## config.mk

```make
export PLATFORM = sky130hd
export DESIGN_NAME = rvx_regfile
export DESIGN_NICKNAME = d
export VERILOG_FILES = /design/src/rvx_pkg.sv /design/src/rvx_regfile.sv
export SDC_FILE = /design/constraint.sdc
export NUM_CORES = 1
export LEC_CHECK = 0
export ABC_CLOCK_PERIOD_IN_PS = 2750
export BUFFER_PORTS_ARGS = -buffer_cell sky130_fd_sc_hd__clkbuf_2
export CELL_PAD_IN_SITES_DETAIL_PLACEMENT = 2
export CELL_PAD_IN_SITES_GLOBAL_PLACEMENT = 2
export CORE_UTILIZATION = 40
export CTS_BUF_LIST = sky130_fd_sc_hd__clkbuf_8
export CTS_CLUSTER_DIAMETER = 200
export DETAILED_ROUTE_END_ITERATION = 7
export GPL_TIMING_DRIVEN = 1
export PLACE_DENSITY = 0.72
export SLEW_MARGIN = 10
export SYNTH_ARGS = -nofsm -noshare
export SYNTH_HDL_FRONTEND = slang
export SYNTH_SLANG_ARGS = --single-unit
export TNS_END_PERCENT = 10
```

## constraint.sdc

```tcl
create_clock -name clk -period 2.75 [get_ports clk]
set_input_delay 0.4125 -clock clk [delete_from_list [all_inputs] [get_ports clk]]
set_output_delay 0.4125 -clock clk [all_outputs]
set_load 0.01 [all_outputs]
```

## src/rvx_pkg.sv

```systemverilog
package rvx_pkg;

  // Data memory geometry: cells are indexed by the low address bits,
  // so the depth is a power of two and at least 32 (the reset sweep
  // also clears the register file through the low five index bits).
  localparam int MEM_DEPTH = 1024;
  localparam int ADDR_W    = $clog2(MEM_DEPTH);

  localparam int XLEN   = 32;
  localparam int REG_W  = 5;
  localparam int OP_W   = 6;
  localparam int S_DATA_W = 56;
  localparam int M_DATA_W = 120;

  typedef enum logic [OP_W-1:0] {
    OP_LUI   = 6'd0,
    OP_AUIPC = 6'd1,
    OP_JAL   = 6'd2,
    OP_JALR  = 6'd3,
    OP_BEQ   = 6'd4,
    OP_BNE   = 6'd5,
    OP_BLT   = 6'd6,
    OP_BGE   = 6'd7,
    OP_BLTU  = 6'd8,
    OP_BGEU  = 6'd9,
    OP_LB    = 6'd10,
    OP_LH    = 6'd11,
    OP_LW    = 6'd12,
    OP_LBU   = 6'd13,
    OP_LHU   = 6'd14,
    OP_SB    = 6'd15,
    OP_SH    = 6'd16,
    OP_SW    = 6'd17,
    OP_ADDI  = 6'd18,
    OP_SLTI  = 6'd19,
    OP_SLTIU = 6'd20,
    OP_XORI  = 6'd21,
    OP_ORI   = 6'd22,
    OP_ANDI  = 6'd23,
    OP_SLLI  = 6'd24,
    OP_SRLI  = 6'd25,
    OP_SRAI  = 6'd26,
    OP_ADD   = 6'd27,
    OP_SUB   = 6'd28,
    OP_SLL   = 6'd29,
    OP_SLT   = 6'd30,
    OP_SLTU  = 6'd31,
    OP_XOR   = 6'd32,
    OP_SRL   = 6'd33,
    OP_SRA   = 6'd34,
    OP_OR    = 6'd35,
    OP_AND   = 6'd36,
    OP_HALT  = 6'd37
  } op_t;

  // Execute stage outcome for one item.
  typedef struct packed {
    logic [XLEN-1:0]   next_pc;
    logic              halt;
    logic              reg_wr;
    logic              is_load;
    logic [XLEN-1:0]   val;
    logic              mem_wr;
    logic [XLEN-1:0]   mem_val;
    logic [ADDR_W-1:0] ea;
  } ex_t;

  // Load data alignment: narrow loads take the low bits of the cell.
  function automatic logic [XLEN-1:0] load_ext(op_t op, logic [XLEN-1:0] d);
    logic [XLEN-1:0] r;
    case (op)
      OP_LB:   r = {{(XLEN-8){d[7]}}, d[7:0]};
      OP_LH:   r = {{(XLEN-16){d[15]}}, d[15:0]};
      OP_LBU:  r = {{(XLEN-8){1'b0}}, d[7:0]};
      OP_LHU:  r = {{(XLEN-16){1'b0}}, d[15:0]};
      default: r = d;
    endcase
    return r;
  endfunction

endpackage

```

## src/rvx_regfile.sv

```systemverilog
module rvx_regfile (
  input  logic                      clk,
  input  logic                      en,
  input  logic [rvx_pkg::REG_W-1:0] raddr_a,
  input  logic [rvx_pkg::REG_W-1:0] raddr_b,
  input  logic                      we,
  input  logic [rvx_pkg::REG_W-1:0] waddr,
  input  logic [rvx_pkg::XLEN-1:0]  wdata,
  output logic [rvx_pkg::XLEN-1:0]  rdata_a,
  output logic [rvx_pkg::XLEN-1:0]  rdata_b
);
  import rvx_pkg::*;

  logic [XLEN-1:0] rf [2**REG_W];

  always_ff @(posedge clk) begin
    if (we) begin
      rf[waddr] <= wdata;
    end
  end

  // Registered reads, write-through on a same-edge write.
  always_ff @(posedge clk) begin
    if (en) begin
      rdata_a <= (we && waddr == raddr_a) ? wdata : rf[raddr_a];
      rdata_b <= (we && waddr == raddr_b) ? wdata : rf[raddr_b];
    end
  end

endmodule

```

# Word level (Yosys, flattened, before mapping)
# Memories as Yosys holds them, arrays and structs flattened. A register that Yosys moved wholly into a read port is not among the register bits.
# Index checks and enable logic that the tools add are counted.
[word_totals] register_bits=0 latchBits=0 mem_bits_rw=1024 mem_bits_ro=0 inputBits=50 output_inout_bits=64 elab_cells=3 mem_count=1
[op_classes] n_addsub=0 mul=0 div_mod_pow=0 magnitude_cmp=0 eq_ne=0 shift=0 n_mux=2 n_bitwise=0 n_reduce_logical=0
[mem_list] memory="rf" depth=32 width=32 read_ports=2 rd_ports_with_merged_regs=2 write_ports=1 line_no="rvx_regfile.sv:14" text="logic [XLEN-1:0] rf [2**REG_W];"
[op_table] cell="1-bit 2-to-1 mux" count=2

# Depth between registers and ports, before layout
[depth] ltp_word=2 depth_mapped=8 mapped_depth_nobuf=5

# Worst setup path after synthesis
# OpenSTA, ideal clock, no wires.
[synth_path] path_type="in2reg" startpoint="input port waddr[0] (netlist name)" endpoint="memory rf[28][0], enable pin" setup_time_ps=421 arrival_time_ps=2580 required_ps=2329 slack_ps=-251 path_stages=4 path_buffers=2 cell_sequence="clkbuf_1 or3b_2 clkbuf_1 nor2_1"
[synth_rtl] element="start: declaration" line_no="rvx_regfile.sv:7" text="input logic [rvx_pkg::REG_W-1:0] waddr,"
[synth_rtl] element="end: declaration" line_no="rvx_regfile.sv:14"
# Straight into the memory's write port.

==> key figures <==
Global route
  • Vias in the first global route: 38309
  • Overflow after GRT: 0
  • Initial antenna violation count: 8
  • Largest net degree at the start of global routing: 53
  • Tot GR Track Use: 30.32%
  • First-pass GRT wire length: 283.2 mm

Final layout
  • Layout cell share with drive strength beyond 1: 19.89%
  • Synthesis-to-layout area growth: 15.27%
  • Most frequent cells in the layout: edfxtp_1, mux2i_1, a22oi_1
  • Final-stage net count: 3643
  • Most common cell after layout, fill and taps aside: edfxtp_1
  • Layout filler cell count: 11869

Timing
  • Max Clk Rate: 446.8 MHz
  • Hold slack final: 0.1281 ns
  • Final Hold Viols: 0
  • Final setup viols: 0
  • Worst slew pin tran: 0.9814 ns
  • Slew Viols, Final: 0
  • Max-slew headroom: 34.57%
  • Tmin final: 2.238 ns
  • Final worst setup slack: 0.5120 ns
  • Final period utilization: 81.38%
  • RSZ-0062 raised after global routing: false
  • Layout Skew: 0.04280 ns

Setup path
  • Worst path top cell family by delay: compound AO/OA/AOI/OAI gates
  • Kind of start point of the critical path: flop
  • CP max FO: 2
  • Worst setup EP type: flop
  • Critical path required time: 3.55 ns
  • Largest stage delay, worst path: 0.71 ns
  • Critical-path top delay cell: o41ai_2
  • Arr. time, crit path: 3.04 ns
  • Crit Path Category: reg -> reg
  • Critical-path cell list: mux2i_1, a22o_1, a221oi_1, o22ai_1, o41ai_2, buf_4
  • Bufs and invs on worst path: 1

Pwr
  • Final Power: 36.47 mW
  • Pwr dens: 612.4 mW/mm^2
  • Worst IR Drop VDD: 0.5562 mV
  • LEAKAGE: 21.93 nW

Clock tree
  • CTS Root Cell: clkbuf_8
  • CTS tree: built
  • Worst-path clk slew: 0.07 ns
  • Clock latency on the worst-skew pair: 0.93 ns
  • Clock Sink Count: 1088
  • Setup bufs post-CTS: 0
  • CTS buffer count: 189
  • Post-cts resize count: 0
  • CTS Buffer Depth: 3
  • Hold Buf Count CTS: 1
  • H-tree levels: 4

Synthesis
  • Post-synth EDFFs: 1088
  • Syn Nets: 3341
  • Mapped cell area: 0.05167 sq mm
  • Flops & latches, synth: 1088
  • Synth Instances: 3291
  • Yosys warns: 0
  • Most used DFF post-synth: edfxtp_1
  • Syn_area_per_cell: 15.70 sq um
  • Asr flop ratio synth: 0%
  • Post-synth cell types: 30
  • Seq/Total Area, Yosys: 63.23%

Drt
  • Total wire length: 201.5 mm
  • Via count: 35252
  • Antenna-violating nets left: 0
  • Drt via density: 6.517
  • Drt first pass iters: 5
  • DR WL/cell: 37.25 microns
  • DRC: 0
  • Initial DRC count: 3241

Place
  • Routability Congestion: 0.8276
  • Dpl hpwl: 118.6 mm
  • Pre-CTS WS: -0.1212 ns
  • Port Buffer Count: 113

Floorplanning
  • Core ar.: 0.1278 sq mm
  • Die width: 361.4 microns
  • Die Area: 0.1306 sq mm
  • IO Count: 114
  • Die span in y: 361.4 microns
  • Starting Density: 40.42%
  • Cell row count: 131

Status
  • Outcome: finished clean

Flow run
  • Max-cap violations: 0

Worst hold path
  • Min-delay worst type: in -> reg
==> through the flow <==
stage / setup TNS, ns / utilization [%] / std cells / cell area [sq um]
after global placement: -0.06184 / 43.91 / 5063 / 56130
after detailed placement: -0.1257 / 43.91 / 5063 / 56130
final: 0 / 46.59 / 5409 / 59560
after floorplan: -89.19 / - / 3291 / 51670
after CTS: 0 / 46.58 / 5403 / 59550
after global routing: 0 / 46.59 / 5408 / 59560
==> final timing paths <==
| kind | startpoint | endpoint | slack (ns) | cells past startpoint |
|---|---|---|---|---|
| worst max-delay path | rf[0][1]$_DFFE_PP_ | rdata_b[1]$_DFFE_PP_ | 0.51 | 6 |
| worst min-delay path | wdata[5] | rf[31][5]$_DFFE_PP_ | 0.13 | 1 |
| worst max register to register | rf[0][1]$_DFFE_PP_ | rdata_b[1]$_DFFE_PP_ | 0.51 | 6 |
| worst min register to register | rf[6][13]$_DFFE_PP_ | rdata_a[13]$_DFFE_PP_ | 0.99 | 4 |
==> layout make-up <==
type / count / area, sq um / area share (%)
Antenna cell: 6 / 15.01 / 0.02521
Clock buffer: 190 / 2615 / 4.390
Clock inverter: 149 / 788.3 / 1.323
Multi-Input combinational cell: 1931 / 17590 / 29.53
Sequential cell: 1088 / 32670 / 54.85
Tap cell: 1662 / 2079 / 3.491
Timing Repair Buffer: 383 / 3806 / 6.390
==> flip-flops by register name (all words and copies together) (netlist names) <==
name,cells
rdata_a,32
rf,1024
rdata_b,32
==> cell usage after synthesis, types with 35 or more instances <==
library cell	number	share of area, %
a21oi_1	128	1.2
a221oi_1	108	1.8
a22o_1	128	2.2
a22oi_1	256	3.7
buf_6	59	1.3
clkbuf_1	110	0.80
edfxtp_1	1088	63
mux2i_1	1024	20
nand2_1	67	0.49
nor2_1	35	0.25
o22ai_1	64	0.77
o41ai_2	64	2.0
==> where the power goes <==
group | internal (mW) | switching [mW] | leakage (nW) | total (mW)
clock network | 6.84 | 7.19 | 1.97 | 14.0
logic | 1.36 | 2.32 | 10.1 | 3.68
registers | 18.6 | 0.175 | 9.83 | 18.8
total | 26.8 | 9.68 | 21.9 | 36.5
==> logic make-up (layout without fill, tap and decap cells) <==
group,count (synthesis),count (layout),synth area share [%]
other,0,6,0
AO/OA/AOI/OAI,768,768,12.33
AND/OR/NAND/NOR,129,129,1.090
multiplexers,1024,1024,19.84
flip-flops,1088,1088,63.23
XOR/XNOR,10,10,0.1695
buffers and inverters,272,722,3.344
==> routing by layer <==
metal	part of all wire [%]	global-route usage, %
met4	5.0	15.45
met3	6.5	4.984
met5	0.012	0
met1	41	39.01
met2	48	49.39
==> worst reg2reg max path, stage by stage (launching register included) <==
cell and delay (ns):
edfxtp_1 0.37, mux2i_1 0.09, a22o_1 0.26, a221oi_1 0.24, o22ai_1 0.18, o41ai_2 0.71
buf_4 0.25
Power figures use the tool's default switching activity.
