--- src/rvx_pkg.sv ---
package rvx_pkg;

  // Data memory geometry: cells are indexed by the low address bits,
  // so the depth is a power of two and at least 32 (the reset sweep
  // also clears the register file through the low five index bits).
  localparam int MEM_DEPTH = 1024;
  localparam int ADDR_W    = $clog2(MEM_DEPTH);

  localparam int XLEN   = 32;
  localparam int REG_W  = 5;
  localparam int OP_W   = 6;
  localparam int S_DATA_W = 56;
  localparam int M_DATA_W = 120;

  typedef enum logic [OP_W-1:0] {
    OP_LUI   = 6'd0,
    OP_AUIPC = 6'd1,
    OP_JAL   = 6'd2,
    OP_JALR  = 6'd3,
    OP_BEQ   = 6'd4,
    OP_BNE   = 6'd5,
    OP_BLT   = 6'd6,
    OP_BGE   = 6'd7,
    OP_BLTU  = 6'd8,
    OP_BGEU  = 6'd9,
    OP_LB    = 6'd10,
    OP_LH    = 6'd11,
    OP_LW    = 6'd12,
    OP_LBU   = 6'd13,
    OP_LHU   = 6'd14,
    OP_SB    = 6'd15,
    OP_SH    = 6'd16,
    OP_SW    = 6'd17,
    OP_ADDI  = 6'd18,
    OP_SLTI  = 6'd19,
    OP_SLTIU = 6'd20,
    OP_XORI  = 6'd21,
    OP_ORI   = 6'd22,
    OP_ANDI  = 6'd23,
    OP_SLLI  = 6'd24,
    OP_SRLI  = 6'd25,
    OP_SRAI  = 6'd26,
    OP_ADD   = 6'd27,
    OP_SUB   = 6'd28,
    OP_SLL   = 6'd29,
    OP_SLT   = 6'd30,
    OP_SLTU  = 6'd31,
    OP_XOR   = 6'd32,
    OP_SRL   = 6'd33,
    OP_SRA   = 6'd34,
    OP_OR    = 6'd35,
    OP_AND   = 6'd36,
    OP_HALT  = 6'd37
  } op_t;

  // Execute stage outcome for one item.
  typedef struct packed {
    logic [XLEN-1:0]   next_pc;
    logic              halt;
    logic              reg_wr;
    logic              is_load;
    logic [XLEN-1:0]   val;
    logic              mem_wr;
    logic [XLEN-1:0]   mem_val;
    logic [ADDR_W-1:0] ea;
  } ex_t;

  // Load data alignment: narrow loads take the low bits of the cell.
  function automatic logic [XLEN-1:0] load_ext(op_t op, logic [XLEN-1:0] d);
    logic [XLEN-1:0] r;
    case (op)
      OP_LB:   r = {{(XLEN-8){d[7]}}, d[7:0]};
      OP_LH:   r = {{(XLEN-16){d[15]}}, d[15:0]};
      OP_LBU:  r = {{(XLEN-8){1'b0}}, d[7:0]};
      OP_LHU:  r = {{(XLEN-16){1'b0}}, d[15:0]};
      default: r = d;
    endcase
    return r;
  endfunction

endpackage

--- src/rvx_exec.sv ---
module rvx_exec (
  input  rvx_pkg::op_t              op,
  input  logic [rvx_pkg::REG_W-1:0] rd,
  input  logic [rvx_pkg::XLEN-1:0]  a,
  input  logic [rvx_pkg::XLEN-1:0]  b,
  input  logic [rvx_pkg::XLEN-1:0]  imm,
  input  logic [rvx_pkg::XLEN-1:0]  pc,
  input  logic                      halted,
  output rvx_pkg::ex_t              ex
);
  import rvx_pkg::*;

  logic [XLEN-1:0] pc4;
  logic [XLEN-1:0] pci;
  logic [XLEN-1:0] sum;
  logic [4:0]      shi;
  logic [4:0]      shr;
  logic            wr;

  assign pc4 = pc + 32'd4;
  assign pci = pc + imm;
  assign sum = a + imm;
  assign shi = imm[4:0];
  assign shr = b[4:0];

  always_comb begin
    ex         = '0;
    ex.next_pc = pc;
    ex.halt    = halted;
    ex.ea      = sum[ADDR_W-1:0];
    wr         = 1'b0;
    if (!halted) begin
      unique case (op)
        OP_LUI:   begin wr = 1'b1; ex.val = imm; ex.next_pc = pc4; end
        OP_AUIPC: begin wr = 1'b1; ex.val = pci; ex.next_pc = pc4; end
        OP_JAL:   begin wr = 1'b1; ex.val = pc4; ex.next_pc = pci; end
        OP_JALR:  begin
          wr = 1'b1;
          ex.val = pc4;
          ex.next_pc = {sum[XLEN-1:1], 1'b0};
        end
        OP_BEQ:   ex.next_pc = (a == b) ? pci : pc4;
        OP_BNE:   ex.next_pc = (a != b) ? pci : pc4;
        OP_BLT:   ex.next_pc = ($signed(a) < $signed(b)) ? pci : pc4;
        OP_BGE:   ex.next_pc = ($signed(a) < $signed(b)) ? pc4 : pci;
        OP_BLTU:  ex.next_pc = (a < b) ? pci : pc4;
        OP_BGEU:  ex.next_pc = (a < b) ? pc4 : pci;
        OP_LB, OP_LH, OP_LW, OP_LBU, OP_LHU: begin
          wr = 1'b1;
          ex.is_load = 1'b1;
          ex.next_pc = pc4;
        end
        OP_SB:    begin
          ex.mem_wr = 1'b1;
          ex.mem_val = {{(XLEN-8){1'b0}}, b[7:0]};
          ex.next_pc = pc4;
        end
        OP_SH:    begin
          ex.mem_wr = 1'b1;
          ex.mem_val = {{(XLEN-16){1'b0}}, b[15:0]};
          ex.next_pc = pc4;
        end
        OP_SW:    begin ex.mem_wr = 1'b1; ex.mem_val = b; ex.next_pc = pc4; end
        OP_ADDI:  begin wr = 1'b1; ex.val = sum; ex.next_pc = pc4; end
        OP_SLTI:  begin
          wr = 1'b1;
          ex.val = {{(XLEN-1){1'b0}}, $signed(a) < $signed(imm)};
          ex.next_pc = pc4;
        end
        OP_SLTIU: begin
          wr = 1'b1;
          ex.val = {{(XLEN-1){1'b0}}, a < imm};
          ex.next_pc = pc4;
        end
        OP_XORI:  begin wr = 1'b1; ex.val = a ^ imm; ex.next_pc = pc4; end
        OP_ORI:   begin wr = 1'b1; ex.val = a | imm; ex.next_pc = pc4; end
        OP_ANDI:  begin wr = 1'b1; ex.val = a & imm; ex.next_pc = pc4; end
        OP_SLLI:  begin wr = 1'b1; ex.val = a << shi; ex.next_pc = pc4; end
        OP_SRLI:  begin wr = 1'b1; ex.val = a >> shi; ex.next_pc = pc4; end
        OP_SRAI:  begin
          wr = 1'b1;
          ex.val = $unsigned($signed(a) >>> shi);
          ex.next_pc = pc4;
        end
        OP_ADD:   begin wr = 1'b1; ex.val = a + b; ex.next_pc = pc4; end
        OP_SUB:   begin wr = 1'b1; ex.val = a - b; ex.next_pc = pc4; end
        OP_SLL:   begin wr = 1'b1; ex.val = a << shr; ex.next_pc = pc4; end
        OP_SLT:   begin
          wr = 1'b1;
          ex.val = {{(XLEN-1){1'b0}}, $signed(a) < $signed(b)};
          ex.next_pc = pc4;
        end
        OP_SLTU:  begin
          wr = 1'b1;
          ex.val = {{(XLEN-1){1'b0}}, a < b};
          ex.next_pc = pc4;
        end
        OP_XOR:   begin wr = 1'b1; ex.val = a ^ b; ex.next_pc = pc4; end
        OP_SRL:   begin wr = 1'b1; ex.val = a >> shr; ex.next_pc = pc4; end
        OP_SRA:   begin
          wr = 1'b1;
          ex.val = $unsigned($signed(a) >>> shr);
          ex.next_pc = pc4;
        end
        OP_OR:    begin wr = 1'b1; ex.val = a | b; ex.next_pc = pc4; end
        OP_AND:   begin wr = 1'b1; ex.val = a & b; ex.next_pc = pc4; end
        OP_HALT:  ex.halt = 1'b1;
        default:  ex.next_pc = pc;
      endcase
    end
    // x0 is never written
    ex.reg_wr = wr && (rd != '0);
  end

endmodule

--- config.mk ---
export PLATFORM = sky130hd
export DESIGN_NAME = rvx_exec
export DESIGN_NICKNAME = d
export VERILOG_FILES = /design/src/rvx_pkg.sv /design/src/rvx_exec.sv
export SDC_FILE = /design/constraint.sdc
export NUM_CORES = 1
export LEC_CHECK = 0
export BUFFER_PORTS_ARGS = -buffer_cell sky130_fd_sc_hd__buf_4
export CAP_MARGIN = 20
export CORE_UTILIZATION = 35
export DETAILED_ROUTE_END_ITERATION = 7
export PLACE_DENSITY = 0.62
export RECOVER_POWER = 100
export SETUP_SLACK_MARGIN = 0.1
export SYNTH_ARGS = -nofsm -noshare
export SYNTH_HDL_FRONTEND = slang
export SYNTH_SLANG_ARGS = --single-unit
--- constraint.sdc ---
create_clock -name vclk -period 3.4
set_input_delay 0.17 -clock vclk [all_inputs]
set_output_delay 0.17 -clock vclk [all_outputs]
set_load 0.02 [all_outputs]
==> Yosys cells after proc, flatten, opt, wreduce, memory -nomap -nowiden <==
Index checks and enable logic that the tools add are counted.
{ "classes": {"add_sub_neg": 5, "n_mul": 0, "div_mod_pow": 0, "magnitude_cmp": 4, "n_eq_ne": 39, "shift": 6, "muxes": 15, "bitwise": 6, "n_reduce_logical": 7} }
{ "ops": {"columns": ["op", "n"], "rows": [
  ["$pmux 32 s22", 1],
  ["$pmux 32 s9", 1],
  ["$mux 32", 6],
  ["$lt 32x32->1", 4],
  ["$pmux 33 s3", 1],
  ["$add 32x32->32", 3],
  ["$eq 6x5->1 const B", 16],
  ["$mux 66", 1],
  ["$and 32x32->32", 2],
  ["$or 32x32->32", 2],
  ["$shl 32x5->32", 2],
  ["$shr 32x5->32", 2],
  ["$sshr 32x5->32", 2],
  ["$xor 32x32->32", 2],
  ["$eq 6x4->1 const B", 8],
  ["$eq 6x6->1 const B", 6],
  ["$mux 33", 1],
  ["$add 32x3->32 const B", 1],
  ["$eq 32x32->1", 1],
  ["$ne 32x32->1", 1],
  ["$sub 32x32->32", 1],
  ["$reduce_or 29->1", 1],
  ["$reduce_or 28->1", 1],
  ["$eq 6x3->1 const B", 4],
  ["other kinds (8)", 12]
]} }
{ "totals": {"ff_bits": 0, "latch_bits": 0, "ramBits": 0, "romBits": 0, "inputBits": 140, "out_inout_bits": 110, "n_memories": 0} }

==> Logic depth before layout (Yosys ltp) <==
Gate-level depths: netlist of the first run.
{ "depth": {"word_depth": 5, "depth_mapped": 16, "ltp_nobuf": 14} }

==> Worst setup path before layout of the first run <==
OpenSTA, ideal clock, no wires.
{ "synth_timing": {"path_type": "input to output", "from": "input port imm[4] in the netlist's numbering", "to": "output port ex[103] in the netlist's numbering", "arrival_time_ns": 3.399, "required_time_ns": 3.230, "setup_slack_ns": -0.169, "cell_stages": 14, "path_cell_list": "clkbuf_1 inv_1 ha_1 or3b_2 a21oi_1 a21oi_1 and3b_1 o41a_4 o211ai_1 a21boi_0 o31ai_1 xnor2_1 a222oi_1 a21oi_1"} }
{ "synth_lines": {"columns": ["item", "line", "source"], "rows": [
  ["start, declared", "rvx_exec.sv:6", "input logic [rvx_pkg::XLEN-1:0] imm,"],
  ["end, declared", "rvx_exec.sv:9", "output rvx_pkg::ex_t ex"]
]} }

==> results of run 1 <==
## cell families after synthesis
family | synth area share, %
compound gates | 35.9
mux | 15.0
simple gates | 23.2
buf+inv | 8.35
fa+ha+maj | 11.3
xor+xnor | 6.26
## worst max-delay path: stages
cell      delay [ps]
buf_4            120
buf_4            150
ha_4             240
or4_4            500
nor3_2           120
a21oi_1          100
and3b_2          220
o41a_4           410
o211ai_1         200
buf_4            160
buf_4            120
a21boi_4          70
o31ai_2          260
xnor2_1          190
a222oi_1         100
buf_4            170
a21oi_2          130
buf_6            140
## routing by layer
metal  vias to the layer above  routed length (um)
met5                         -                  44
met4                         6               12300
met3                       587               14900
met2                      2133               52500
met1                     13600               47900
li1                      12700                   -
## final cells by class
class / count / area [um^2]
Fill cell: 4637 / 19100
Tap cell: 680 / 851
Antenna cell: 1 / 2.50
Inverter: 149 / 591
Multi-Input combinational cell: 2453 / 19900
Timing Repair Buffer: 1293 / 10900
## Yosys cell counts (all sizes together) (7+ instances only)
cell type,number,share of area (%)
o211ai,28,1.2
o2111ai,8,0.39
or3,10,0.34
o21ai,208,5.7
xnor2,100,4.8
nor2,242,5.1
nand4,28,0.96
a32oi,8,0.39
a221o,12,0.66
a222oi,12,0.66
o22ai,32,1.1
buf,52,1.6
a21oi,291,8.0
nor4,49,1.7
nand3,57,1.6
a31oi,43,1.5
mux2,20,1.2
mux2i,235,13
nand2,304,6.3
nor3,67,1.9
a2111oi,13,0.63
a221oi,47,2.4
nor2b,23,0.79
a211o,10,0.48
a21o,51,2.1
clkbuf,176,3.7
a22oi,21,0.87
xor2,30,1.4
o221ai,22,1.1
or2,11,0.38
inv,147,3.0
a41oi,7,0.34
o31ai,17,0.70
nor3b,9,0.37
a21boi,10,0.41
o21a,19,0.78
nand2b,29,1.0
a211oi,53,2.2
ha,158,11
o21bai,31,1.3
and3,22,0.76
and2,12,0.42
o32ai,8,0.39
## through the flow
stage                     util, %  setup slack, ps  cells  setup TNS [ps]  area [um^2]
after floorplan                 -              101   2830               0        18300
after global placement       53.4             -876   4447          -28730        27400
after detailed placement     53.4             -858   4447          -27670        27400
after CTS                    59.1             -305   4530           -5690        30300
after global routing         62.8             -412   4575          -13290        32200
final                        62.8             -361   4576           -8350        32200
## final timing paths
path              startpoint  endpoint  slack, ps  cells past startpoint
setup / recovery        a[8]   ex[103]       -360                     18
hold / removal          b[0]    ex[10]        690                      3
## what timing repair did
action / CTS / global route
hold buffers: 0 / 0
setup buffers: 79 / 53
endpoints found under the setup margin: 64 / 64
pin swaps: 161 / 135
cloned: 7 / 3
gates resized for setup: 470 / 329
==> qor.txt, run 1 <==
Final Net Count: 4199
Post-route setup slack: -361 ps
Dpl hpwl: 100 mm
Gr busiest metal: met2
Std cell rows: 83
I/O Buffers: 250
HP Class: in2out
Die width: 230 um
Unrepaired setup endpoints after global routing: yes
Vias per inst: 6.35
Antenna viol nets, final: 0
Yosys warning count: 0
Arrival time at the worst endpoint: 3590 ps
First-pass GRT wire length: 178 mm
Grt met2 use: 65.5%
Routing usage on met1: 57.7%
Syn Area/Cell: 6.43 um^2
Antenna violations before repair: 3
I/O Pins: 250
Final period util: 111%
Routed length per instance: 27.9 um
CP Class: in2out
Netlist cell types: 98
Initial core utilization: 35.5%
Register area: 0 um^2
First DRT Iteration DRCs: 3862
Routed Wire Length: 128 mm
Slew headroom: -27.9%
Worst EP required: 3230 ps
CP endpoint kind: output pin
# DRC: 7
Largest net degree at the start of global routing: 33
Clock Buffer Count: 0
Failing checks: design-rule violations, max-capacitance violations, max-slew violations, negative setup slack
CP startpoint kind: input port
FMAX: 266 MHz
Final Setup Violations: 57
MaxCap Viol Count: 1
Area grow syn2layout: 77.0%
Drt first pass iters: 8
Tot GR Track Use: 44.9%
GRT Residual Overflow: 0
Final number of hold-violating endpoints: 0
Syn_nets: 3132
FFs & Latches: 0
Fraction of layout cells with a size suffix above 1: 45.4%
Vias: 29000
Period minus WS final: 3760 ps
Max Transition Viols Final: 27
Core area: 51300 um^2
Synthesized area: 18200 um^2
Worst slew pin tran: 1920 ps
Register area share after synthesis: 0%
GPL Wtd Cong: 1.14
Hold_ws: 692 ps
Commonest non-fill, non-tap cell in the layout: buf_4
Global-route track usage on met3: 7.95%
Most frequent cells in the layout: buf_4 (1061), nand2_1 (284), a21oi_1 (224)
Die Ht: 230 um
Vias in the first global route: 26600
Worst-path maximum fanout: 4
Post-Synthesis Cells: 2830
Die area: 52900 um^2
Outcome: finished, violations left
==> inputs of run 2 (changes only) <==
--- a/config.mk
+++ b/config.mk
@@ -11,7 +11,7 @@
 export DETAILED_ROUTE_END_ITERATION = 7
 export PLACE_DENSITY = 0.62
 export RECOVER_POWER = 100
-export SETUP_SLACK_MARGIN = 0.1
+export SETUP_SLACK_MARGIN = 0.4
 export SYNTH_ARGS = -nofsm -noshare
 export SYNTH_HDL_FRONTEND = slang
 export SYNTH_SLANG_ARGS = --single-unit
==> run 2 against run 1 <==
- the flow still finishes with violations (design-rule violations, max-capacitance violations, max-slew violations, negative setup slack)
- maximum frequency fell by 4.1%
- count of clock-buffer cells in the layout did not move
- global-route usage rose by 1.4 points
- non-clock buffer count rose by 44
- sequential share of layout area did not move
- first-iteration DRC count rose by 10%
- via count rose by 4.3%
- die area did not move
- critical path depth rose by 2
- critical endpoint is now ex[57]
==> qor.txt, run 2 (synthesis gave the netlist of run 1 again) <==
Outcome: finished, violations left
Failing checks: design-rule violations, max-capacitance violations, max-slew violations, negative setup slack
Hold Path Origin: rd[4]
Post-route setup slack: -520 ps
Worst EP required: 3230 ps
Most frequent cells in the layout: buf_4 (1042), nand2_1 (277), a21oi_1 (235)
Register area: 0 um^2
Dpl hpwl: 101 mm
Commonest non-fill, non-tap cell in the layout: buf_4
Area grow syn2layout: 83.3%
Switching Share: 54.5%
CP endpoint kind: output pin
Final number of hold-violating endpoints: 0
FMAX: 255 MHz
CP Class: in2out
Arrival time at the worst endpoint: 3750 ps
First DRT Iteration DRCs: 4267
Clock group share of total power: 0%
Final period util: 115%
Count of hold-fix buffers inserted at cts: 0
Hold Crit Depth: 3
Core area: 51300 um^2
CP startpoint kind: input port
Die area: 52900 um^2
Fin util: 65.0%
Filler Cell Count: 4376
Routed Wire Length: 134 mm
Reg power frac: 0%
HP Class: in2out
First-pass GRT wire length: 183 mm
Area of the multi-input gates: 20300 um^2
Clock Buffer Count: 0
Switching pwr: 3.32 mW
Worst-path maximum fanout: 6
Power Dens Cells: 183 nW/um^2
GRT Residual Overflow: 0
Vias: 30300
Leak: 14.7 nW
Vias per inst: 6.55
Drt first pass iters: 8
Die width: 230 um
Largest net degree at the start of global routing: 36
Pwr Total: 6.09 mW
Antenna violations before repair: 0
Gate power share: 100.0%
Fraction of layout cells with a size suffix above 1: 47.2%
Worst slew pin tran: 1800 ps
Period minus WS final: 3920 ps
I/O Buffers: 250
Placed Area: 27500 um^2
Int Pwr: 2.77 mW
I/O Pins: 250
Unrepaired setup endpoints after global routing: yes
Die Ht: 230 um
Initial core utilization: 35.5%
Hold Path End: ex[76]
Routed length per instance: 29.0 um
Final Setup Violations: 64
Tot GR Track Use: 46.2%
Worst IR Drop VDD: 0.115 mV
MaxCap Viol Count: 1
Slew headroom: -20.3%
Hold_ws: 702 ps
GPL Wtd Cong: 1.15
Max Transition Viols Final: 27
Final Net Count: 4243
# DRC: 35
Vias in the first global route: 27200
Final design area excluding fillers: 33300 um^2
FFs & Latches: 0
Antenna viol nets, final: 0
Post-Route Setup TNS: -13200 ps
Std cell rows: 83
==> run 2: area by class of cell <==
class	instances	share of cell area, %
inverters	149	1.84
diodes	2	0.0150
well taps	680	2.55
repair buffers	1337	34.6
multi-input cells	2453	61.0
==> run 2: layer usage <==
metal	global-route usage, %	wire length, um	share of wire (%)	vias up
li1	-	-	-	12800
met2	69.8	54700	41	2692
met5	0	0	0	-
met1	57.8	48500	36	14000
met4	33.7	13800	10	0
met3	9.80	16900	13	809
==> run 2: worst max path at each step <==
stage,start,to,slack [ps],depth (start not counted)
floorplan,a[6],ex[103],170,13
global placement,a[28],ex[101],-720,18
detailed placement,a[28],ex[101],-670,18
CTS,a[6],ex[109],-320,14
global route,op[3],ex[57],-510,20
finish,op[3],ex[57],-520,20
==> run 2: power groups by stage <==
stage	Sequential (mW)	Combinational, mW	Clock (mW)
finish	0	6.09	0.0000000308
global placement	0	4.65	0
floorplan	0	2.24	0
global route	0	6.27	0
detailed placement	0	4.64	0
CTS	0	5.43	0
==> run 2: worst max-delay path, stage by stage <==
cell and delay (ps):
buf_8 100, nor4b_4 350, nand2_2 140, buf_6 150
buf_8 120, mux2i_4 190, buf_6 170, buf_16 140
buf_6 100, mux2i_1 200, mux2i_1 140, mux2i_1 280
buf_4 170, buf_4 100, nand2_1 50, o211ai_1 380
nand3_2 280, a211oi_2 200, a21oi_1 120, buf_4 180
==> run 2: timing repair <==
action	in CTS	in global routing
resized for setup	605	308
setup endpoints to repair	64	64
gates cloned	9	2
buffers inserted	131	48
pin swaps	213	160
==> run 2: stage by stage <==
step / std cells / setup WS (ps)
CTS: 4568 / -318
floorplan: 2830 / 172
global placement: 4428 / -723
detailed placement: 4428 / -668
finish: 4621 / -520
global route: 4619 / -507
(Power assumes the default switching activity.)
